**src/design/pfba_pkg.sv**
```systemverilog
package pfba_pkg;

    // Sizing of the page map.
    localparam int NUM_PAGES      = 512;
    localparam int PAGE_SIZE_LOG2 = 12;
    localparam int MAP_BITS       = 32;
    localparam int MAP_WORDS      = (NUM_PAGES + MAP_BITS - 1) / MAP_BITS;
    localparam int BIT_W          = $clog2(MAP_BITS);
    localparam int WORD_W         = (MAP_WORDS > 1) ? $clog2(MAP_WORDS) : 1;
    localparam int PAGE_W         = WORD_W + BIT_W;
    localparam int TAIL_PAGES     = NUM_PAGES % MAP_BITS;

    // Field widths of the command and result words.
    localparam int OPCODE_W = 2;
    localparam int INDEX_W  = 16;
    localparam int PTE_W    = 32;
    localparam int STATUS_W = 3;
    localparam int ADDR_W   = 21;
    localparam int COUNT_W  = 10;
    localparam int CFG_W    = 9;

    typedef logic [WORD_W-1:0]   t_word_idx;
    typedef logic [MAP_BITS-1:0] t_map_word;

    typedef enum logic [OPCODE_W-1:0] {
        OP_ALLOC    = 2'd0,
        OP_FREE_IDX = 2'd1,
        OP_FREE_PTE = 2'd2,
        OP_INIT     = 2'd3
    } t_opcode;

    typedef enum logic [STATUS_W-1:0] {
        STAT_OK          = 3'd0,
        STAT_NO_FREE     = 3'd1,
        STAT_RANGE       = 3'd2,
        STAT_PTE_INVALID = 3'd3,
        STAT_ALREADY     = 3'd4
    } t_status;

    typedef enum logic [2:0] {
        S_IDLE,
        S_READ,
        S_SCAN,
        S_FREE,
        S_INIT
    } t_state;

    // One read and one write request to the map memory per cycle.
    typedef struct packed {
        logic      rd_en;
        t_word_idx rd_word;
        logic      wr_en;
        t_word_idx wr_word;
        t_map_word wr_data;
    } t_map_req;

endpackage

```
**src/design/pfba_map_mem.sv**
```systemverilog
module pfba_map_mem (
    input  logic                i_clk,
    input  logic                i_rst_n,
    input  pfba_pkg::t_map_req  i_req,
    output pfba_pkg::t_map_word o_rd_data
);

    pfba_pkg::t_map_word r_mem [pfba_pkg::MAP_WORDS];
    logic [pfba_pkg::MAP_WORDS-1:0] r_valid;
    pfba_pkg::t_map_word r_rd_data;
    logic r_rd_valid;

    // Map storage: one write and one registered read per cycle.
    always_ff @(posedge i_clk) begin
        if (i_req.wr_en) begin
            r_mem[i_req.wr_word] <= i_req.wr_data;
        end
        if (i_req.rd_en) begin
            r_rd_data <= r_mem[i_req.rd_word];
        end
    end

    // A word never written since reset reads as all pages free.
    always_ff @(posedge i_clk) begin
        if (!i_rst_n) begin
            r_valid    <= '0;
            r_rd_valid <= 1'b0;
        end else begin
            if (i_req.wr_en) begin
                r_valid[i_req.wr_word] <= 1'b1;
            end
            if (i_req.rd_en) begin
                r_rd_valid <= r_valid[i_req.rd_word];
            end
        end
    end

    assign o_rd_data = r_rd_valid ? r_rd_data : '0;

endmodule

```
**src/design/pfba_ctrl.sv**
```systemverilog
module pfba_ctrl (
    input  logic                                i_clk,
    input  logic                                i_rst_n,
    input  logic                                start,
    output logic                                busy,
    input  logic [pfba_pkg::OPCODE_W-1:0]       i_opcode,
    input  logic [pfba_pkg::INDEX_W-1:0]        i_page_index,
    input  logic [pfba_pkg::PTE_W-1:0]          i_pte_word,
    input  logic                                i_cfg_valid,
    input  logic [pfba_pkg::CFG_W-1:0]          i_cfg_data,
    output pfba_pkg::t_map_req                  o_req,
    input  pfba_pkg::t_map_word                 i_rd_data,
    output logic                                o_strobe,
    output logic [pfba_pkg::STATUS_W-1:0]       o_status,
    output logic [pfba_pkg::ADDR_W-1:0]         o_page_address,
    output logic [pfba_pkg::COUNT_W-1:0]        o_free_count
);

    pfba_pkg::t_state  r_state, n_state;
    pfba_pkg::t_opcode r_op, n_op;
    logic [pfba_pkg::PAGE_W-1:0] r_page, n_page;
    pfba_pkg::t_word_idx r_word, n_word;
    logic [pfba_pkg::PAGE_W-1:0] r_last, n_last;
    logic [pfba_pkg::CFG_W-1:0] r_cfg;
    logic [pfba_pkg::COUNT_W-1:0] r_free, n_free;
    logic r_strobe, n_strobe;
    pfba_pkg::t_status r_status, n_status;
    logic [pfba_pkg::ADDR_W-1:0] r_addr, n_addr;

    pfba_pkg::t_map_word scan_word;
    logic [pfba_pkg::BIT_W-1:0] free_bit;
    logic [pfba_pkg::PAGE_W-1:0] pte_page;
    logic [pfba_pkg::PAGE_W-1:0] cfg_last;
    pfba_pkg::t_map_word init_word;
    pfba_pkg::t_map_word page_bit;

    // Position of the lowest clear bit of a map word.
    function automatic logic [pfba_pkg::BIT_W-1:0] lowest_zero(input pfba_pkg::t_map_word w);
        logic [pfba_pkg::BIT_W-1:0] idx;
        idx = '0;
        for (int i = pfba_pkg::MAP_BITS - 1; i >= 0; i--) begin
            if (!w[i]) begin
                idx = pfba_pkg::BIT_W'(i);
            end
        end
        return idx;
    endfunction

    // Configuration register holding the last page kept for the system.
    always_ff @(posedge i_clk) begin
        if (!i_rst_n) begin
            r_cfg <= '0;
        end else if (i_cfg_valid) begin
            r_cfg <= i_cfg_data;
        end
    end

    // State, count and result registers.
    always_ff @(posedge i_clk) begin
        if (!i_rst_n) begin
            r_state  <= pfba_pkg::S_IDLE;
            r_free   <= pfba_pkg::COUNT_W'(pfba_pkg::NUM_PAGES);
            r_strobe <= 1'b0;
        end else begin
            r_state  <= n_state;
            r_free   <= n_free;
            r_strobe <= n_strobe;
        end
    end

    always_ff @(posedge i_clk) begin
        r_op     <= n_op;
        r_page   <= n_page;
        r_word   <= n_word;
        r_last   <= n_last;
        r_status <= n_status;
        r_addr   <= n_addr;
    end

    // Pages past the end of the memory in the last word count as taken.
    always_comb begin
        scan_word = i_rd_data;
        if (pfba_pkg::TAIL_PAGES != 0
                && r_word == pfba_pkg::WORD_W'(pfba_pkg::MAP_WORDS - 1)) begin
            scan_word = i_rd_data
                | ~((pfba_pkg::t_map_word'(1) << pfba_pkg::TAIL_PAGES) - 1'b1);
        end
    end

    assign free_bit = lowest_zero(scan_word);
    assign pte_page = i_pte_word[pfba_pkg::PAGE_SIZE_LOG2 +: pfba_pkg::PAGE_W];
    assign page_bit = pfba_pkg::t_map_word'(1) << r_page[pfba_pkg::BIT_W-1:0];

    // The reservation is clamped to the last page of the memory.
    assign cfg_last = (32'(r_cfg) >= pfba_pkg::NUM_PAGES)
        ? pfba_pkg::PAGE_W'(pfba_pkg::NUM_PAGES - 1)
        : pfba_pkg::PAGE_W'(r_cfg);

    // Init pattern of the current word: full below the last reserved word,
    // a low run of ones in it, and clear above it.
    always_comb begin
        if (r_word < r_last[pfba_pkg::PAGE_W-1:pfba_pkg::BIT_W]) begin
            init_word = '1;
        end else if (r_word == r_last[pfba_pkg::PAGE_W-1:pfba_pkg::BIT_W]) begin
            init_word = pfba_pkg::t_map_word'('1)
                >> (pfba_pkg::BIT_W'(pfba_pkg::MAP_BITS - 1) - r_last[pfba_pkg::BIT_W-1:0]);
        end else begin
            init_word = '0;
        end
    end

    // Sequencer: next state, memory requests and results.
    always_comb begin
        n_state  = r_state;
        n_op     = r_op;
        n_page   = r_page;
        n_word   = r_word;
        n_last   = r_last;
        n_free   = r_free;
        n_strobe = 1'b0;
        n_status = r_status;
        n_addr   = r_addr;
        o_req    = '0;

        case (r_state)
            pfba_pkg::S_IDLE: begin
                if (start) begin
                    n_op     = pfba_pkg::t_opcode'(i_opcode);
                    n_addr   = '0;
                    n_status = pfba_pkg::STAT_OK;
                    case (pfba_pkg::t_opcode'(i_opcode))
                        pfba_pkg::OP_ALLOC: begin
                            n_word = '0;
                            if (r_free == '0) begin
                                n_status = pfba_pkg::STAT_NO_FREE;
                                n_strobe = 1'b1;
                            end else begin
                                n_state = pfba_pkg::S_READ;
                            end
                        end
                        pfba_pkg::OP_FREE_IDX: begin
                            n_page = i_page_index[pfba_pkg::PAGE_W-1:0];
                            n_word = i_page_index[pfba_pkg::PAGE_W-1:pfba_pkg::BIT_W];
                            if (32'(i_page_index) >= pfba_pkg::NUM_PAGES) begin
                                n_status = pfba_pkg::STAT_RANGE;
                                n_strobe = 1'b1;
                            end else begin
                                n_state = pfba_pkg::S_READ;
                            end
                        end
                        pfba_pkg::OP_FREE_PTE: begin
                            n_page = pte_page;
                            n_word = pte_page[pfba_pkg::PAGE_W-1:pfba_pkg::BIT_W];
                            if (!i_pte_word[0]) begin
                                n_status = pfba_pkg::STAT_PTE_INVALID;
                                n_strobe = 1'b1;
                            end else if ((i_pte_word >> pfba_pkg::PAGE_SIZE_LOG2)
                                    >= pfba_pkg::PTE_W'(pfba_pkg::NUM_PAGES)) begin
                                n_status = pfba_pkg::STAT_RANGE;
                                n_strobe = 1'b1;
                            end else begin
                                n_state = pfba_pkg::S_READ;
                            end
                        end
                        pfba_pkg::OP_INIT: begin
                            n_word  = '0;
                            n_last  = cfg_last;
                            n_state = pfba_pkg::S_INIT;
                        end
                        default: begin
                            n_state = pfba_pkg::S_IDLE;
                        end
                    endcase
                end
            end

            // Fetch the first word of a scan or the word of the page to free.
            pfba_pkg::S_READ: begin
                o_req.rd_en   = 1'b1;
                o_req.rd_word = r_word;
                n_state = (r_op == pfba_pkg::OP_ALLOC) ? pfba_pkg::S_SCAN : pfba_pkg::S_FREE;
            end

            // One word a cycle; the next read is issued while this one is checked.
            pfba_pkg::S_SCAN: begin
                if (scan_word != '1) begin
                    o_req.wr_en   = 1'b1;
                    o_req.wr_word = r_word;
                    o_req.wr_data = i_rd_data | (pfba_pkg::t_map_word'(1) << free_bit);
                    n_free   = r_free - 1'b1;
                    n_addr   = pfba_pkg::ADDR_W'({r_word, free_bit}) << pfba_pkg::PAGE_SIZE_LOG2;
                    n_status = pfba_pkg::STAT_OK;
                    n_strobe = 1'b1;
                    n_state  = pfba_pkg::S_IDLE;
                end else if (r_word == pfba_pkg::WORD_W'(pfba_pkg::MAP_WORDS - 1)) begin
                    n_status = pfba_pkg::STAT_NO_FREE;
                    n_strobe = 1'b1;
                    n_state  = pfba_pkg::S_IDLE;
                end else begin
                    o_req.rd_en   = 1'b1;
                    o_req.rd_word = r_word + 1'b1;
                    n_word = r_word + 1'b1;
                end
            end

            // Clear the page's bit unless it is already clear.
            pfba_pkg::S_FREE: begin
                if ((i_rd_data & page_bit) == '0) begin
                    n_status = pfba_pkg::STAT_ALREADY;
                end else begin
                    o_req.wr_en   = 1'b1;
                    o_req.wr_word = r_word;
                    o_req.wr_data = i_rd_data & ~page_bit;
                    n_free   = r_free + 1'b1;
                    n_status = pfba_pkg::STAT_OK;
                end
                n_strobe = 1'b1;
                n_state  = pfba_pkg::S_IDLE;
            end

            // Write every word of the map in turn.
            pfba_pkg::S_INIT: begin
                o_req.wr_en   = 1'b1;
                o_req.wr_word = r_word;
                o_req.wr_data = init_word;
                n_word = r_word + 1'b1;
                if (r_word == pfba_pkg::WORD_W'(pfba_pkg::MAP_WORDS - 1)) begin
                    n_free = pfba_pkg::COUNT_W'(pfba_pkg::NUM_PAGES - 1)
                        - pfba_pkg::COUNT_W'(r_last);
                    n_status = pfba_pkg::STAT_OK;
                    n_strobe = 1'b1;
                    n_state  = pfba_pkg::S_IDLE;
                end
            end

            default: begin
                n_state = pfba_pkg::S_IDLE;
            end
        endcase
    end

    assign busy           = (r_state != pfba_pkg::S_IDLE);
    assign o_strobe       = r_strobe;
    assign o_status       = r_status;
    assign o_page_address = r_addr;
    assign o_free_count   = r_free;

endmodule

```
**src/design/page_frame_bitmap_allocator.sv**
```systemverilog
// First-fit page frame allocator over a one-bit-per-page in-use map held in a
// small synchronous memory of 32-bit words, with a running free-page count.
// A command word is taken when start is high and busy is low; its result word
// appears on the result ports for exactly one cycle with o_strobe high, and the
// receiver must take it then, as there is no way to hold it off. Errors found
// from the command alone (no free page by count, index or PTE page out of
// range, invalid PTE) give the result in the cycle after acceptance. A free is
// busy for a memory read, then a check and write back. An allocation is busy
// for a read of the first map word, then a scan that reads one word per cycle
// through the single read port up to the first word with a clear bit or the
// last word. Init writes every map word, one per cycle. The configuration word
// is always taken and should be written only while the block is idle.
module page_frame_bitmap_allocator (
    input  logic                              i_clk,
    input  logic                              i_rst_n,
    input  logic                              start,
    output logic                              busy,
    input  logic [pfba_pkg::OPCODE_W-1:0]     i_opcode,
    input  logic [pfba_pkg::INDEX_W-1:0]      i_page_index,
    input  logic [pfba_pkg::PTE_W-1:0]        i_pte_word,
    output logic                              o_strobe,
    output logic [pfba_pkg::STATUS_W-1:0]     o_status,
    output logic [pfba_pkg::ADDR_W-1:0]       o_page_address,
    output logic [pfba_pkg::COUNT_W-1:0]      o_free_count,
    input  logic                              i_cfg_valid,
    output logic                              o_cfg_ready,
    input  logic [pfba_pkg::CFG_W-1:0]        i_cfg_data
);

    pfba_pkg::t_map_req  map_req;
    pfba_pkg::t_map_word map_rd_data;

    // The configuration register can be written in any cycle.
    assign o_cfg_ready = 1'b1;

    pfba_map_mem u_map (
        .i_clk     (i_clk),
        .i_rst_n   (i_rst_n),
        .i_req     (map_req),
        .o_rd_data (map_rd_data)
    );

    pfba_ctrl u_ctrl (
        .i_clk          (i_clk),
        .i_rst_n        (i_rst_n),
        .start          (start),
        .busy           (busy),
        .i_opcode       (i_opcode),
        .i_page_index   (i_page_index),
        .i_pte_word     (i_pte_word),
        .i_cfg_valid    (i_cfg_valid & o_cfg_ready),
        .i_cfg_data     (i_cfg_data),
        .o_req          (map_req),
        .i_rd_data      (map_rd_data),
        .o_strobe       (o_strobe),
        .o_status       (o_status),
        .o_page_address (o_page_address),
        .o_free_count   (o_free_count)
    );

    // A result only follows an accepted command or a busy cycle.
    a_strobe_cause: assert property (@(posedge i_clk) disable iff (!i_rst_n)
        o_strobe |-> ($past(start) || $past(busy)))
        else $error("result word without a command in progress");

    // Finishing a busy command always yields its result word.
    a_busy_done: assert property (@(posedge i_clk) disable iff (!i_rst_n)
        $fell(busy) |-> o_strobe)
        else $error("command finished without a result word");

    // Failed commands report no page address.
    a_fail_addr: assert property (@(posedge i_clk) disable iff (!i_rst_n)
        (o_strobe && o_status != pfba_pkg::STAT_OK) |-> (o_page_address == '0))
        else $error("page address given with a failure status");

    // The free count never exceeds the number of pages.
    a_count_range: assert property (@(posedge i_clk) disable iff (!i_rst_n)
        32'(o_free_count) <= pfba_pkg::NUM_PAGES)
        else $error("free count beyond page count");

    // A successful allocation of any page but page 0 takes exactly one page from the count.
    a_alloc_count: assert property (@(posedge i_clk) disable iff (!i_rst_n)
        (o_strobe && o_status == pfba_pkg::STAT_OK && o_page_address != '0)
        |-> (o_free_count == $past(o_free_count) - 1'b1))
        else $error("allocation did not take one page from the count");

endmodule

```
**config.mk**
```make
export PLATFORM = sky130hd
export DESIGN_NAME = page_frame_bitmap_allocator
export DESIGN_NICKNAME = d
export VERILOG_FILES = /design/src/design/pfba_pkg.sv /design/src/design/pfba_map_mem.sv /design/src/design/pfba_ctrl.sv /design/src/design/page_frame_bitmap_allocator.sv
export SDC_FILE = /design/constraint.sdc
export NUM_CORES = 1
export LEC_CHECK = 0
export BUFFER_PORTS_ARGS = -buffer_cell sky130_fd_sc_hd__clkbuf_2
export CORE_MARGIN = 2
export CORE_UTILIZATION = 50
export DETAILED_ROUTE_END_ITERATION = 8
export PLACE_DENSITY = 0.7
export SETUP_SLACK_MARGIN = 0.05
export SLEW_MARGIN = 20
export SYNTH_ARGS = -nofsm -noshare
export SYNTH_HDL_FRONTEND = slang
export SYNTH_SLANG_ARGS = --single-unit
```
**constraint.sdc**
```tcl
create_clock -name i_clk -period 18.6 [get_ports i_clk]
set_clock_uncertainty 0.05 [all_clocks]
set_input_delay 2.79 -clock i_clk [delete_from_list [all_inputs] [get_ports i_clk]]
set_output_delay 2.79 -clock i_clk [all_outputs]
set_load 0.02 [all_outputs]
```
==> impl_metrics.tcl, run 1 <==
set metrics [dict create \
    status "finished clean" \
    cp_max_fo 142 \
    postCtsSetupBuffers 0 \
    hold_viol 0 \
    die_area_um2 56600 \
    chipWidth_um 238 \
    cp-end-kind "flop" \
    cp.arrival_ps 5680 \
    power_mw 3.15 \
    postRouteAntennaNets 0 \
    synthCells 2139 \
    pwr-share-seq_pct 50.5 \
    period_share_pct 29.1 \
    globalplace.congestion 0.959 \
    track_usage_pct 25.3 \
    drtIter0Drc 1996 \
    nets 2276 \
    internal_power_mw 2.39 \
    grt_pass1_vias 17285 \
    clock_power_share_pct 39.6 \
    clock_path_buffers 3 \
    syn_to_final_growth_pct 12.0 \
    rr_worst_depth 10 \
    cts_tree "done" \
    fp.dieH_um 238 \
    antenna_found_initial 0 \
    hold_depth 0 \
    yosys_warnings 0 \
    maxCapViolations 0 \
    synthFlopType "edfxtp_1" \
    p_sw_share_pct 24.0 \
    dp_hpwl_mm 43.4 \
    cts_hold_buf 0 \
    switchingPower_mw 0.756 \
    synthArstFlopShare_pct 0 \
    htreeDepth 2 \
    layout_common_cells "576 x edfxtp_1, 394 x nand2_1, 188 x mux2i_1" \
    syn_area_um2 27300 \
    insertion_delay_ps 630 \
    cts_resized 0 \
    dr.pass1.iters 5 \
    post-route-min-period_ps 5420 \
    cts_buffers 61 \
    vias 17953 \
    hp-class "reg2reg" \
    post-place-ws_ps 13250 \
    synth.distinct_cells 83 \
    p_leak_nw 10.6 \
    num_rows 85 \
    ir_worst_vdd_mv 0.0815 \
    max_freq_ghz 0.185 \
    ys_ff_latch 616 \
    final_common_cell "edfxtp_1" \
    drc_errors 0 \
    path_class "reg2reg" \
    tns_ps 0 \
    tightest_slew_ps 1120 \
    start_util_pct 50.7 \
    via_per_inst 6.10 \
    grt_max_degree 143 \
    cts.sinks 616 \
    p_comb_share_pct 9.9 \
    drt-wirelength-per-cell_um 24.4 \
    final-setup-viol-count 0 \
    grt_pass1_wl_mm 107 \
    core_um2 53900 \
    slew_violations 0 \
    p_per_area_nw_per_um2 103 \
    n_fill_cell 4338 \
    required_ps 18860 \
    io_pins 100 \
    rsz0062_at_grt "no" \
    clk_pin_slew_ps 70 \
    drive_above_1_share_pct 13.2 \
    synth_edf_count 576 \
    routed_wl_mm 71.7 \
    overflow 0 \
    layout_setup_ws_ps 13180 \
    crit_path_start_kind "flop" \
    synth.avg_cell_area_um2 12.8 \
    io_buffers 75 \
    yosysSeqAreaShare_pct 66.2 \
    n_antenna_cell 0 \
    root_buffer "clkbuf_16" \
    relSlewSlack_pct 24.9 \
]
==> kinds of logic (layout without fill, tap and decap cells) <==
logic type | after synthesis | in the layout | share of synthesized area (%)
flops | 616 | 616 | 66.2
buf+inv | 175 | 272 | 2.95
compound gates | 392 | 392 | 9.81
other cells | 2 | 13 | 0.0275
xor+xnor | 7 | 7 | 0.224
simple gates | 702 | 702 | 11.5
fa+ha+maj | 19 | 19 | 0.897
mux | 226 | 226 | 8.45
==> sequential cells by signal (all words and copies together), names as in the netlist <==
| signal | flops |
|---|---|
| u_ctrl.r_page | 5 |
| u_ctrl.o_status | 3 |
| u_ctrl.r_state | 3 |
| u_ctrl.o_page_address | 9 |
| u_ctrl.r_last | 9 |
| u_map.r_rd_valid | 1 |
| u_ctrl.cfg_last | 9 |
| u_map.r_mem | 512 |
| u_map.r_valid | 16 |
| u_map.r_rd_data | 32 |
| u_ctrl.o_strobe | 1 |
| u_ctrl.r_word | 4 |
| u_ctrl.o_free_count | 10 |
| u_ctrl.r_op | 2 |
==> layout make-up <==
| cell class | count | area, µm² | share of cell area [%] |
|---|---|---|---|
| clock buffer | 79 | 1670 | 5.44 |
| clock inverter | 37 | 395 | 1.29 |
| inverter | 29 | 109 | 0.355 |
| multi-input combinational | 1359 | 8710 | 28.4 |
| sequential | 616 | 18100 | 59.1 |
| tap | 696 | 871 | 2.84 |
| timing repair buffer | 127 | 782 | 2.55 |
==> worst max-delay path, stage by stage, from the launching register on <==
cell	delay, ps
dfxtp_1	550
or3b_1	390
buf_4	200
nor4_2	560
nor4b_4	750
a32o_4	850
buf_12	530
mux2i_1	270
mux2_2	190
a2bb2oi_1	220
o221ai_1	190
==> metrics by stage <==
| stage | utilization [%] | cell area (µm²) | hold WS (ps) | instances |
|---|---|---|---|---|
| final | 56.8 | 30600 | 394 | 2943 |
| after global routing | 56.8 | 30600 | 405 | 2943 |
| after CTS | 56.8 | 30600 | 394 | 2942 |
| after detailed placement | 53.0 | 28600 | 380 | 2826 |
| after global placement | 53.0 | 28600 | 371 | 2825 |
| after floorplan | - | 27400 | 358 | 2150 |
==> layer usage <==
| layer | wire, µm | global-route usage, % | up-vias | part of all wire [%] |
|---|---|---|---|---|
| met5 | 0 | 0 | - | 0 |
| met4 | 2030 | 8.10 | 0 | 2.8 |
| met3 | 4700 | 3.64 | 134 | 6.6 |
| met2 | 33700 | 41.0 | 731 | 47 |
| met1 | 31300 | 35.4 | 8971 | 44 |
| li1 | - | - | 8117 | - |
==> worst paths after layout <==
kind | from | end | slack [ps]
worst min register to register | u_ctrl.cfg_last[3]$_SDFFE_PN0P_ | u_ctrl.r_last[3]$_DFFE_PP_ | 390
worst max register to register | u_ctrl.r_state[1]$_SDFFE_PN0P_ | u_map.r_rd_data[10]$_DFFE_PP_ | 13180
worst max-delay path | u_ctrl.r_state[1]$_SDFFE_PN0P_ | u_map.r_rd_data[10]$_DFFE_PP_ | 13180
worst min-delay path | u_ctrl.cfg_last[3]$_SDFFE_PN0P_ | u_ctrl.r_last[3]$_DFFE_PP_ | 390
==> power by group through the flow <==
stage	Sequential [mW]	Combinational, mW	Clock (mW)
2_1_floorplan	1.60	0.217	0
5_1_grt	1.59	0.339	1.32
3_5_place_dp	1.62	0.308	0
3_3_place_gp	1.62	0.300	0
6_report	1.59	0.310	1.25
4_1_cts	1.59	0.309	1.27
==> synthesized netlist by cell type, types with 20 or more instances <==
library cell | number | area share [%]
o21ai_0 | 85 | 1.6
mux2_2 | 38 | 1.6
clkbuf_1 | 84 | 1.2
o21ai_1 | 41 | 0.75
nand2_1 | 394 | 5.4
buf_2 | 27 | 0.49
buf_4 | 21 | 0.58
inv_1 | 29 | 0.40
edfxtp_1 | 576 | 63
dfxtp_1 | 40 | 2.9
o221ai_1 | 32 | 1.0
a21oi_1 | 41 | 0.75
a21o_1 | 20 | 0.55
mux2i_1 | 188 | 6.9
a2bb2oi_1 | 36 | 1.2
nor2_1 | 84 | 1.2
nand3_1 | 97 | 1.8
Note: power is estimated with default switching activity, not from simulation.
==> run 2: changes to the inputs <==
- clock period: 18.6 -> 5.1 ns (I/O delays scaled with it)
==> run 2 against run 1 <==
Compared with the run above: fmax up 18%; sequential share of layout area shrank 0.32 points; sequential power grew to 3.7 times the previous value; critical path type unchanged; design area rose by 0.54%; clock power grew to 3.5 times the previous value.
==> impl_metrics.tcl, run 2 (synthesis gave the netlist of run 1 again) <==
set metrics [dict create \
    routed_wl_mm 72.5 \
    cp_common_cell "buf_12" \
    grt_pass1_wl_mm 108 \
    clk_pin_slew_ps 70 \
    hold_ws_ps 322 \
    final-seq-area_um2 18100 \
    num_rows 85 \
    tightest_slew_ps 1120 \
    cts_resized 0 \
    htreeDepth 2 \
    holdPathEnd "u_ctrl.r_op[1]$_DFFE_PP_" \
    nets 2289 \
    n_fill_cell 4262 \
    top_regs "u_map.r_mem: 512 flops, u_map.r_rd_data: 32 flops, u_map.r_valid: 16 flops" \
    drt-wirelength-per-cell_um 24.6 \
    largest_register "u_map.r_mem" \
    drtIter0Drc 1691 \
    n_antenna_cell 0 \
    relSlewSlack_pct 25.5 \
    insertion_delay_ps 640 \
    dr.pass1.iters 5 \
    tns_ps 0 \
    max_stage_delay_ps 880 \
    max_freq_ghz 0.218 \
    multi_input_area_um2 8710 \
    ir_worst_vdd_mv 0.314 \
    clock_path_buffers 3 \
    p_leak_nw 10.7 \
    hold_viol 0 \
    p_per_area_nw_per_um2 367 \
    rrSetupSlack_ps 510 \
    layout_common_cells "576 x edfxtp_1, 394 x nand2_1, 188 x mux2i_1" \
    final_common_cell "edfxtp_1" \
    rr_worst_depth 10 \
    cts_hold_buf 0 \
    root_buffer "clkbuf_16" \
    period_share_pct 90.1 \
    cp.arrival_ps 4890 \
    crit_chain "nand3_1, nor4_2, nor4b_4, a32o_4, buf_12, buf_12, mux2i_1, mux2_2, a2bb2oi_1, o221ai_1" \
    crit_start "u_map.r_rd_valid$_SDFFE_PN0P_" \
    antenna_found_initial 1 \
    largest_reg_flops 512 \
    chipWidth_um 238 \
    io_pins 100 \
    syn_to_final_growth_pct 12.6 \
    post-route-min-period_ps 4590 \
    grt_pass1_vias 17319 \
    postRouteAntennaNets 0 \
    maxCapViolations 0 \
    cp_max_fo 48 \
    core_um2 53900 \
    slew_violations 0 \
    path_class "reg2reg" \
    worst_path_max_delay_cell "dfxtp_1" \
    fp.dieH_um 238 \
    required_ps 5390 \
    hp-class "in2reg" \
    cts.sinks 616 \
    min_from "i_opcode[1]" \
    dp_hpwl_mm 44.6 \
    cp-end-kind "flop" \
    overflow 0 \
    die_area_um2 56600 \
    cts_buffers 61 \
    track_usage_pct 25.7 \
    r2r_start "u_map.r_rd_valid$_SDFFE_PN0P_" \
    vias 17825 \
    rsz0062_at_grt "no" \
    grt_max_degree 115 \
    power_mw 11.3 \
    postCtsSetupBuffers 0 \
    io_buffers 75 \
    layout_setup_ws_ps 506 \
    final-setup-viol-count 0 \
    status "finished clean" \
    r2r_end "u_map.r_rd_data[18]$_DFFE_PP_" \
    globalplace.congestion 0.961 \
    drc_errors 0 \
    cts_tree "done" \
    via_per_inst 6.04 \
    start_util_pct 50.7 \
    crit_path_start_kind "flop" \
    drive_above_1_share_pct 13.7 \
    post-place-ws_ps 600 \
    hold_depth 1 \
]
-- run 2: changes by cell type in the layout (fill, tap and decap cells not counted), sizes merged --
cell      change
inv           +2
clkbuf        -4
clkinv        +5
buf          +11
bufinv        -3
clkinvlp      -3
-- run 2: cell type report --
| cell class | instances | area share, % |
|---|---|---|
| Clock buffer | 73 | 5.27 |
| Clock inverter | 38 | 1.08 |
| Inverter | 29 | 0.353 |
| Multi-Input combinational cell | 1359 | 28.3 |
| Sequential cell | 616 | 58.8 |
| Tap cell | 696 | 2.83 |
| Timing Repair Buffer | 140 | 3.41 |
-- run 2: metal layers --
metal / track usage (%) / routed length (µm)
met1: 35.8 / 31200
met2: 41.8 / 34100
met3: 3.29 / 4660
met4: 9.17 / 2540
met5: 0 / 13
-- run 2: per-stage QoR --
step	std cells	cell area, µm²	util, %
after floorplan	2150	27400	-
after detailed placement	2838	28800	53.5
after global placement	2838	28800	53.5
after CTS	2949	30800	57.1
final	2951	30800	57.1
after global routing	2951	30800	57.1
-- run 2: critical path, delay by kind of cell, from the launching register on --
family	cells	cell delay (ps)
AO/OA/AOI/OAI	3	830
buffers and inverters	2	420
AND/OR/NAND/NOR	3	1660
flip-flops	1	880
multiplexers	2	410
-- run 2: worst max path at each step --
stage,to,slack [ps],cells past startpoint
CTS,u_map.r_rd_data[18]$_DFFE_PP_,550,10
global placement,u_map.r_rd_data[10]$_DFFE_PP_,710,9
finish,u_map.r_rd_data[18]$_DFFE_PP_,510,10
global route,u_map.r_rd_data[15]$_DFFE_PP_,300,10
detailed placement,u_map.r_rd_data[18]$_DFFE_PP_,600,10
floorplan,u_map.r_mem[12][0]$_DFFE_PP_,-960,9
-- run 2: power breakdown --
group	total (mW)	switching (mW)	internal, mW
Clock	4.35	1.88	2.47
Combinational	1.16	0.739	0.417
Sequential	5.81	0.154	5.65
Total	11.3	2.77	8.54
==> run 3: changes to the inputs <==
--- a/config.mk
+++ b/config.mk
@@ -11,2 +11,3 @@
 export DETAILED_ROUTE_END_ITERATION = 8
+export GPL_TIMING_DRIVEN = 0
 export PLACE_DENSITY = 0.7
==> constraint.sdc (replaced) <==
create_clock -name i_clk -period 5.1 [get_ports i_clk]
set_clock_uncertainty 0.05 [all_clocks]
set_input_delay 1.02 -clock i_clk [delete_from_list [all_inputs] [get_ports i_clk]]
set_output_delay 1.02 -clock i_clk [all_outputs]
set_load 0.02 [all_outputs]
==> run 3 against run 2 <==
Compared with the run above: clock power up 14%; fmax down 4.7%; setup slack worse by 220 ps; critical path type unchanged; largest cell class unchanged; largest power group unchanged; highest routed layer unchanged.
==> impl_metrics.tcl, run 3 (synthesis gave the netlist of run 1 again) <==
set metrics [dict create \
    maxCapViolations 0 \
    via_per_inst 6.08 \
    cp-end-kind "flop" \
    postPlaceCellArea_um2 29600 \
    postLayoutCellArea_um2 31900 \
    required_ps 5410 \
    vias 18844 \
    start_util_pct 50.7 \
    hp-class "reg2reg" \
    grt_max_degree 28 \
    dp_hpwl_mm 58.8 \
    final_common_cell "edfxtp_1" \
    antenna_found_initial 2 \
    root_buffer "clkbuf_16" \
    top_regs "u_map.r_mem: 512 flops, u_map.r_rd_data: 32 flops, u_map.r_valid: 16 flops" \
    p_per_area_nw_per_um2 377 \
    final-setup-viol-count 0 \
    htreeDepth 2 \
    io_pins 100 \
    tightest_slew_ps 1130 \
    drive_above_1_share_pct 15.6 \
    slew_violations 0 \
    min_from "u_ctrl.cfg_last[8]$_SDFFE_PN0P_" \
    nets 2432 \
    routed_wl_mm 80.0 \
    num_rows 85 \
    clock_path_buffers 3 \
    holdPathEnd "u_ctrl.r_last[8]$_DFFE_PP_" \
    grt_pass1_vias 18544 \
    path_class "reg2reg" \
    io_buffers 73 \
    hold_depth 0 \
    p_leak_nw 11.2 \
    post-route-min-period_ps 4820 \
    relSlewSlack_pct 24.6 \
    rr_worst_depth 15 \
    period_share_pct 94.5 \
    drc_errors 0 \
    cp_max_fo 10 \
    largest_register "u_map.r_mem" \
    hold_viol 0 \
    ir_worst_vdd_mv 0.333 \
    grt_pass1_wl_mm 118 \
    fp.dieH_um 238 \
    status "finished clean" \
    layout_common_cells "576 x edfxtp_1, 394 x nand2_1, 188 x mux2i_1" \
    globalplace.congestion 0.954 \
    max_freq_ghz 0.208 \
    syn_to_final_growth_pct 16.6 \
    postCtsSetupBuffers 0 \
    rsz0062_at_grt "no" \
    overflow 0 \
    r2r_end "u_map.r_mem[12][8]$_DFFE_PP_" \
    insertion_delay_ps 680 \
    drt-wirelength-per-cell_um 25.8 \
    postRouteAntennaNets 0 \
    chipWidth_um 238 \
    cts_tree "done" \
    crit_path_start_kind "flop" \
    r2r_start "u_ctrl.r_page[2]$_DFFE_PP_" \
    fin_util_pct 59.1 \
    cts_buffers 61 \
    drtIter0Drc 2121 \
    cp.arrival_ps 5130 \
    largest_reg_flops 512 \
    cts.sinks 616 \
    die_area_um2 56600 \
    clk_pin_slew_ps 60 \
    n_antenna_cell 0 \
    dr.pass1.iters 6 \
    core_um2 53900 \
    track_usage_pct 28.4 \
    rrSetupSlack_ps 280 \
]
-- run 3: changes by cell type in the layout (fill, tap and decap cells not counted), moves of 3 or more --
cell | previous run | this run
buf_6 | 0 | 11
clkbuf_1 | 9 | 89
clkinv_2 | 11 | 15
buf_12 | 15 | 1
clkinvlp_4 | 2 | 5
buf_16 | 0 | 14
bufinv_16 | 4 | 14
buf_4 | 48 | 28
clkinv_1 | 14 | 6
buf_2 | 0 | 56
buf_1 | 0 | 9
buf_8 | 0 | 5
o21ai_0 | 85 | 80
o21ai_1 | 40 | 44
-- run 3: worst max path at each step --
stage               slack (ps)                            to  cells past startpoint                  startpoint
floorplan                 -960  u_map.r_mem[12][0]$_DFFE_PP_                      9  u_ctrl.r_page[3]$_DFFE_PP_
global placement         -6110   u_map.r_mem[1][4]$_DFFE_PP_                     10  u_ctrl.r_page[2]$_DFFE_PP_
detailed placement         120  u_map.r_mem[12][8]$_DFFE_PP_                     15  u_ctrl.r_page[2]$_DFFE_PP_
CTS                        140  u_map.r_mem[12][6]$_DFFE_PP_                     15  u_ctrl.r_page[2]$_DFFE_PP_
global route                70  u_map.r_mem[12][6]$_DFFE_PP_                     15  u_ctrl.r_page[2]$_DFFE_PP_
finish                     280  u_map.r_mem[12][8]$_DFFE_PP_                     15  u_ctrl.r_page[2]$_DFFE_PP_
-- run 3: report_power, final --
group | switching, mW | internal, mW
Combinational | 0.871 | 0.431
Clock | 2.00 | 2.95
Sequential | 0.119 | 5.65
Total | 2.99 | 9.03
-- run 3: layout make-up --
| cell class | instances | area (µm²) |
|---|---|---|
| inverters | 29 | 109 |
| clock inverters | 47 | 683 |
| fillers | 4171 | 22000 |
| plain buffers | 146 | 699 |
| clock buffers | 69 | 1570 |
| repair buffers | 137 | 1130 |
| multi-input cells | 1359 | 8710 |
| flip-flops and latches | 616 | 18100 |
| well taps | 696 | 871 |
-- run 3: what timing repair did --
item / 4_1_cts / 5_1_grt
resized for setup: 0 / 5
hold buffers: 0 / 0
setup endpoints to repair: 0 / 58
-- run 3: metrics by stage --
step           hold WS [ps]  total power [mW]  setup WS, ps  std cells  TNS (ps)
5_1_grt                 388              12.4          72.9       3099         0
6_report                373              12.0           282       3099         0
3_3_place_gp            370              7.08         -6110       2919  -1641070
2_1_floorplan           358              6.63          -961       2150   -120320
4_1_cts                 375              12.0           139       3098         0
3_5_place_dp            367              7.14           117       2982         0
-- run 3: critical path: stages (launching register included) --
cell,delay [ps]
edfxtp_1,450
clkbuf_1,350
clkbuf_1,470
nand2_1,290
nor2_1,160
o21ai_0,100
a22oi_1,170
o21a_1,300
o21ai_1,200
buf_2,270
a2111oi_4,560
buf_2,310
buf_2,220
buf_2,210
buf_2,220
buf_2,210
-- run 3: routing by layer --
layer	global-route usage (%)	vias to the layer above	wire length, µm
met5	0	-	28
met3	4.11	216	5890
met2	47.0	867	38100
met1	37.5	9311	32200
met4	12.5	4	3670
li1	-	8446	-
